==> config.mk <==
export PLATFORM = sky130hd
export DESIGN_NAME = mda_ctrl
export DESIGN_NICKNAME = d
export VERILOG_FILES = /design/src/sv/morph_delta_accumulator_unit_defines.svh /design/src/sv/mda_pkg.sv /design/src/sv/mda_ctrl.sv
export SDC_FILE = /design/constraint.sdc
export NUM_CORES = 1
export LEC_CHECK = 0
export ABC_AREA = 1
export BUFFER_PORTS_ARGS = -buffer_cell sky130_fd_sc_hd__buf_4
export CORE_AREA = 2 2 39 41
export DETAILED_ROUTE_END_ITERATION = 12
export DIE_AREA = 0 0 41 43
export PLACE_DENSITY = 0.59
export SLEW_MARGIN = 0
export SYNTH_ARGS = -nofsm -noshare
export SYNTH_HDL_FRONTEND = slang
export SYNTH_SLANG_ARGS = --single-unit
==> constraint.sdc <==
create_clock -name clk_i -period 2.2 [get_ports clk_i]
set_clock_uncertainty 0.15 [all_clocks]
set_input_delay 0.11 -clock clk_i [delete_from_list [all_inputs] [get_ports clk_i]]
set_output_delay 0.11 -clock clk_i [all_outputs]
set_load 0.02 [all_outputs]
==> src/sv/morph_delta_accumulator_unit_defines.svh <==
// Assertion macros for the morph delta accumulator.
// Used by the top level only; no other dependencies.
`ifndef MORPH_DELTA_ACCUMULATOR_UNIT_DEFINES_SVH
`define MORPH_DELTA_ACCUMULATOR_UNIT_DEFINES_SVH
`ifndef ASSERT_OFF
`define MDA_ASSERT_IMP(label, clk, rst_n, ante, cons) \
  label: assert property (@(posedge clk) disable iff (!rst_n) (ante) |-> (cons)) \
    else $error("assertion failed");
`define MDA_ASSERT_NXT(label, clk, rst_n, ante, cons) \
  label: assert property (@(posedge clk) disable iff (!rst_n) (ante) |=> (cons)) \
    else $error("assertion failed");
`else
`define MDA_ASSERT_IMP(label, clk, rst_n, ante, cons)
`define MDA_ASSERT_NXT(label, clk, rst_n, ante, cons)
`endif
`endif

==> src/sv/mda_pkg.sv <==
// Shared types and codes for the morph delta accumulator.
// No dependencies.
package mda_pkg;

  localparam int unsigned CountW = 13;
  localparam int unsigned WeightW = 24;
  localparam int unsigned PaddrW = 4;

  localparam logic [1:0] OpLoad  = 2'd0;
  localparam logic [1:0] OpApply = 2'd1;
  localparam logic [1:0] OpRead  = 2'd2;

  localparam logic [1:0] StatOk  = 2'd0;
  localparam logic [1:0] StatOob = 2'd1;
  localparam logic [1:0] StatSat = 2'd2;

  localparam logic [1:0] RegPackedMode  = 2'd0;
  localparam logic [1:0] RegMorphWeight = 2'd1;
  localparam logic [1:0] RegPackedScale = 2'd2;
  localparam logic [1:0] RegVertexCount = 2'd3;

  typedef struct packed {
    logic [1:0]         operation;
    logic [15:0]        vertex_index;
    logic signed [31:0] x_value;
    logic signed [31:0] y_value;
    logic signed [31:0] z_value;
  } in_item_t;

  typedef struct packed {
    logic signed [31:0] x_out;
    logic signed [31:0] y_out;
    logic signed [31:0] z_out;
    logic [1:0]         status;
  } out_item_t;

  typedef enum logic [2:0] {
    StIdle, StRead, StDecide, StScale, StMul, StAcc, StWrite, StDone
  } state_e;

  typedef struct packed {
    logic       capture;
    logic       decide;
    logic       scale;
    logic       mul;
    logic       acc;
    logic       write;
    logic       emit;
    logic [1:0] coord;
  } cmd_t;

  typedef struct packed {
    logic       oob;
    logic [1:0] operation;
    logic       out_free;
  } stat_t;

endpackage

==> src/sv/mda_ctrl.sv <==
// Controller state machine for the morph delta accumulator.
// Depends on mda_pkg.
module mda_ctrl (
  input  logic           clk_i,
  input  logic           rst_ni,
  input  logic           in_valid_i,
  output logic           in_stall_o,
  input  mda_pkg::stat_t stat_i,
  output mda_pkg::cmd_t  cmd_o
);

  mda_pkg::state_e state_q, state_d;
  logic [1:0]      coord_q, coord_d;

  always_ff @(posedge clk_i or negedge rst_ni) begin
    if (!rst_ni) begin
      state_q <= mda_pkg::StIdle;
      coord_q <= 2'd0;
    end else begin
      state_q <= state_d;
      coord_q <= coord_d;
    end
  end

  always_comb begin
    state_d = state_q;
    coord_d = coord_q;
    cmd_o = '0;
    cmd_o.coord = coord_q;
    in_stall_o = 1'b1;
    unique case (state_q)
      mda_pkg::StIdle: begin
        in_stall_o = 1'b0;
        if (in_valid_i) begin
          cmd_o.capture = 1'b1;
          state_d = mda_pkg::StRead;
        end
      end
      mda_pkg::StRead: state_d = mda_pkg::StDecide;
      mda_pkg::StDecide: begin
        cmd_o.decide = 1'b1;
        coord_d = 2'd0;
        if (stat_i.oob) begin
          state_d = mda_pkg::StDone;
        end else if (stat_i.operation == mda_pkg::OpLoad) begin
          state_d = mda_pkg::StWrite;
        end else if (stat_i.operation == mda_pkg::OpApply) begin
          state_d = mda_pkg::StScale;
        end else begin
          state_d = mda_pkg::StDone;
        end
      end
      mda_pkg::StScale: begin
        cmd_o.scale = 1'b1;
        state_d = mda_pkg::StMul;
      end
      mda_pkg::StMul: begin
        cmd_o.mul = 1'b1;
        state_d = mda_pkg::StAcc;
      end
      mda_pkg::StAcc: begin
        cmd_o.acc = 1'b1;
        if (coord_q == 2'd2) begin
          state_d = mda_pkg::StWrite;
        end else begin
          coord_d = coord_q + 2'd1;
          state_d = mda_pkg::StScale;
        end
      end
      mda_pkg::StWrite: begin
        cmd_o.write = 1'b1;
        state_d = mda_pkg::StDone;
      end
      mda_pkg::StDone: begin
        // hold until the output register can take the item
        if (stat_i.out_free) begin
          cmd_o.emit = 1'b1;
          state_d = mda_pkg::StIdle;
        end
      end
      default: state_d = mda_pkg::StIdle;
    endcase
  end

endmodule

==> qor.yml <==
run_status:
  status: "complete, no violations"
critical_path:
  reg2reg_from: "state_q[2]"
  regToRegSetupSlack_ns: 0.90
  worstSetupStartpoint: "state_q[0]"
  crit_required_ns: 1.94
  cp-start-kind: "flip-flop"
  crit_arrival_ns: 1.27
  worstPathMaxFanout: 5
  end_kind: "primary output"
  path_class: "reg -> out"
power:
  swShare_pct: 49.06
  peakVddDrop_mv: 0.5716
  combPwrFrac_pct: 60.8
  p_leak_nw: 0.3135
  p_switching_mw: 0.3802
  power.share.clock_pct: 13.0
  power_per_cell_area_nw_per_um2: 1421
  seqPwrFrac_pct: 26.1
  finalPower_mw: 0.7750
  p_int_mw: 0.3948
synth:
  synth_seq_cells: 5
  syn_nets: 63
  synth_cells: 55
  synth_cell_types: 18
  yosysMostFrequentCell: "nand2_1"
  yosysWarnings: 0
  ys_seq_area_share_pct: 33.22
  syn_avg_cell_area_um2: 6.847
  yosys.area.top_type: "dfrtp_1"
  async_reset_ff_share_pct: 100.0
  syn-cell-area_um2: 376.6
  synth_area_leaders: "dfrtp_1, nand2_1, inv_1, nor2_1, ha_1"
  synth_common_cells: "nand2_1, inv_1, nor2_1, dfrtp_1"
  synth_enable_flop_cells: 0
  synth_top_flop_cell: "dfrtp_1"
  yosysTopAreaCellShare_pct: 33.22
timing:
  fmax_mhz: 652.5
  finalSetupTns_ns: 0
  worstMarginPinSlew_ns: 0.3583
  rsz0062_at_grt: "no"
  slew_headroom_pct: 76.11
  setup_slack_ns: 0.6674
  hold_viol: 0
  fin_crit_sh_pct: 69.66
  setup_viol: 0
  slew_violations: 0
  holdWs_ns: 0.07477
  period_minus_slack_ns: 1.533
clocking:
  cts_resized: 0
  root_buffer: "clkbuf_4"
  cts.path.max_buffers: 2
  cts.clk_slew.worst_paths_ns: 0.04
  hold_buffers: 1
  postCtsSetupBuffers: 0
  htreeDepth: 1
  cts_tree: "built"
  cts_buffers: 3
  clk_latency_ns: 0.23
  cts_num_sinks: 5
global_routing:
  grt_pass1_wl_mm: 1.242
  grt_max_degree: 10
  grt_pass1_vias: 347
  grt.overflow.total: 0
  antenna_found_initial: 0
  grt.total_usage_pct: 10.23
routing:
  antenna_left: 0
  drt_iter0_markers: 4
  wl_per_cell_um: 8.253
  vias: 384
  drcViolationCount: 0
  wl_um: 751
  firstDrtPassIters: 2
  routed_via_density: 4.220
place:
  dp_slack_ns: 0.8996
  numPortBuffers: 16
  dp_hpwl_um: 625.6
  gp_congestion: 0.7153
die:
  initial_core_util_pct: 27.22
  die_h_um: 43
  die_width_um: 41
  core_um2: 1384
  io_pins: 17
  core.rowCount: 14
  dieArea_um2: 1763
worst_hold_path:
  hold_path.startpoint: "stat_i[3]"
  hold_class: "in -> reg"
finish:
  register_area_um2: 125.1
  final_util_pct: 39.42
  antenna_cells: 0
  multi_input_area_um2: 198.9
  fillCellCount: 148
  fin_nets: 84
  layout-drive-gt1-share_pct: 38.67
  area_growth_pct: 44.85
run:
  maxCapViolations: 0
-- placed cells by master (no fill, tap or decap), types with 2 or more instances in the layout --
master	instances
buf_4	16
nand2_1	14
inv_1	10
nor2_1	6
dfrtp_1	5
clkbuf_4	3
inv_2	2
nand3_1	2
nand2_2	2
nor2_2	2
o21ai_1	2
a21oi_1	2
-- power by group through the flow --
stage	combinational (mW)	sequential (mW)	clock (mW)
5_1_grt	0.528	0.210	0.111
2_1_floorplan	0.353	0.183	0
6_report	0.472	0.203	0.101
4_1_cts	0.478	0.202	0.106
3_5_place_dp	0.475	0.203	0
3_3_place_gp	0.476	0.203	0
-- flip-flops by register name, summed over array words and instances (netlist names) --
| register | cells |
|---|---|
| state_q | 3 |
| coord_q | 2 |
-- metrics by stage --
step,area [um2],cells
2_1_floorplan,376.6,55
3_3_place_gp,509.2,86
3_5_place_dp,509.2,86
4_1_cts,545.5,91
5_1_grt,545.5,91
6_report,545.5,91
-- critical path, cell delays in order (launching register included) --
cell and delay, ns:
dfrtp_1 0.43, inv_2 0.11, nand2_2 0.07, nor2_2 0.14, inv_1 0.07, nor2_1 0.09
buf_4 0.14
-- path summary, 6_finish.rpt --
check                              to  cells after the start
max                          cmd_o[8]                      6
min                        state_q[2]                      5
max reg2reg                state_q[0]                      5
min reg2reg                coord_q[1]                      2
max in group asynchronous  state_q[1]                      2
min in group asynchronous  coord_q[0]                      2
-- area by class of cell --
class | instances | share of cell area, %
clock buffers | 4 | 4.817
inverters | 12 | 8.257
multi-input cells | 37 | 36.47
repair buffers | 17 | 23.85
well taps | 16 | 3.670
flip-flops and latches | 5 | 22.94
-- routing by layer --
metal	GRT usage (%)	up-vias	part of all wire (%)
met5	0	-	0
met4	4.000	0	0
met3	3.141	0	4.5
met2	15.31	7	51
met1	13.25	171	44
li1	-	206	-
-- logic make-up after synthesis --
kind of cell	Yosys count	synth area share, %
DFF	5	33.22
adders and majority gates	1	3.322
and+or+nand+nor	30	38.54
AOI/OAI and AO/OA	6	10.96
buffers and inverters	13	13.96
(Power assumes the default switching activity.)
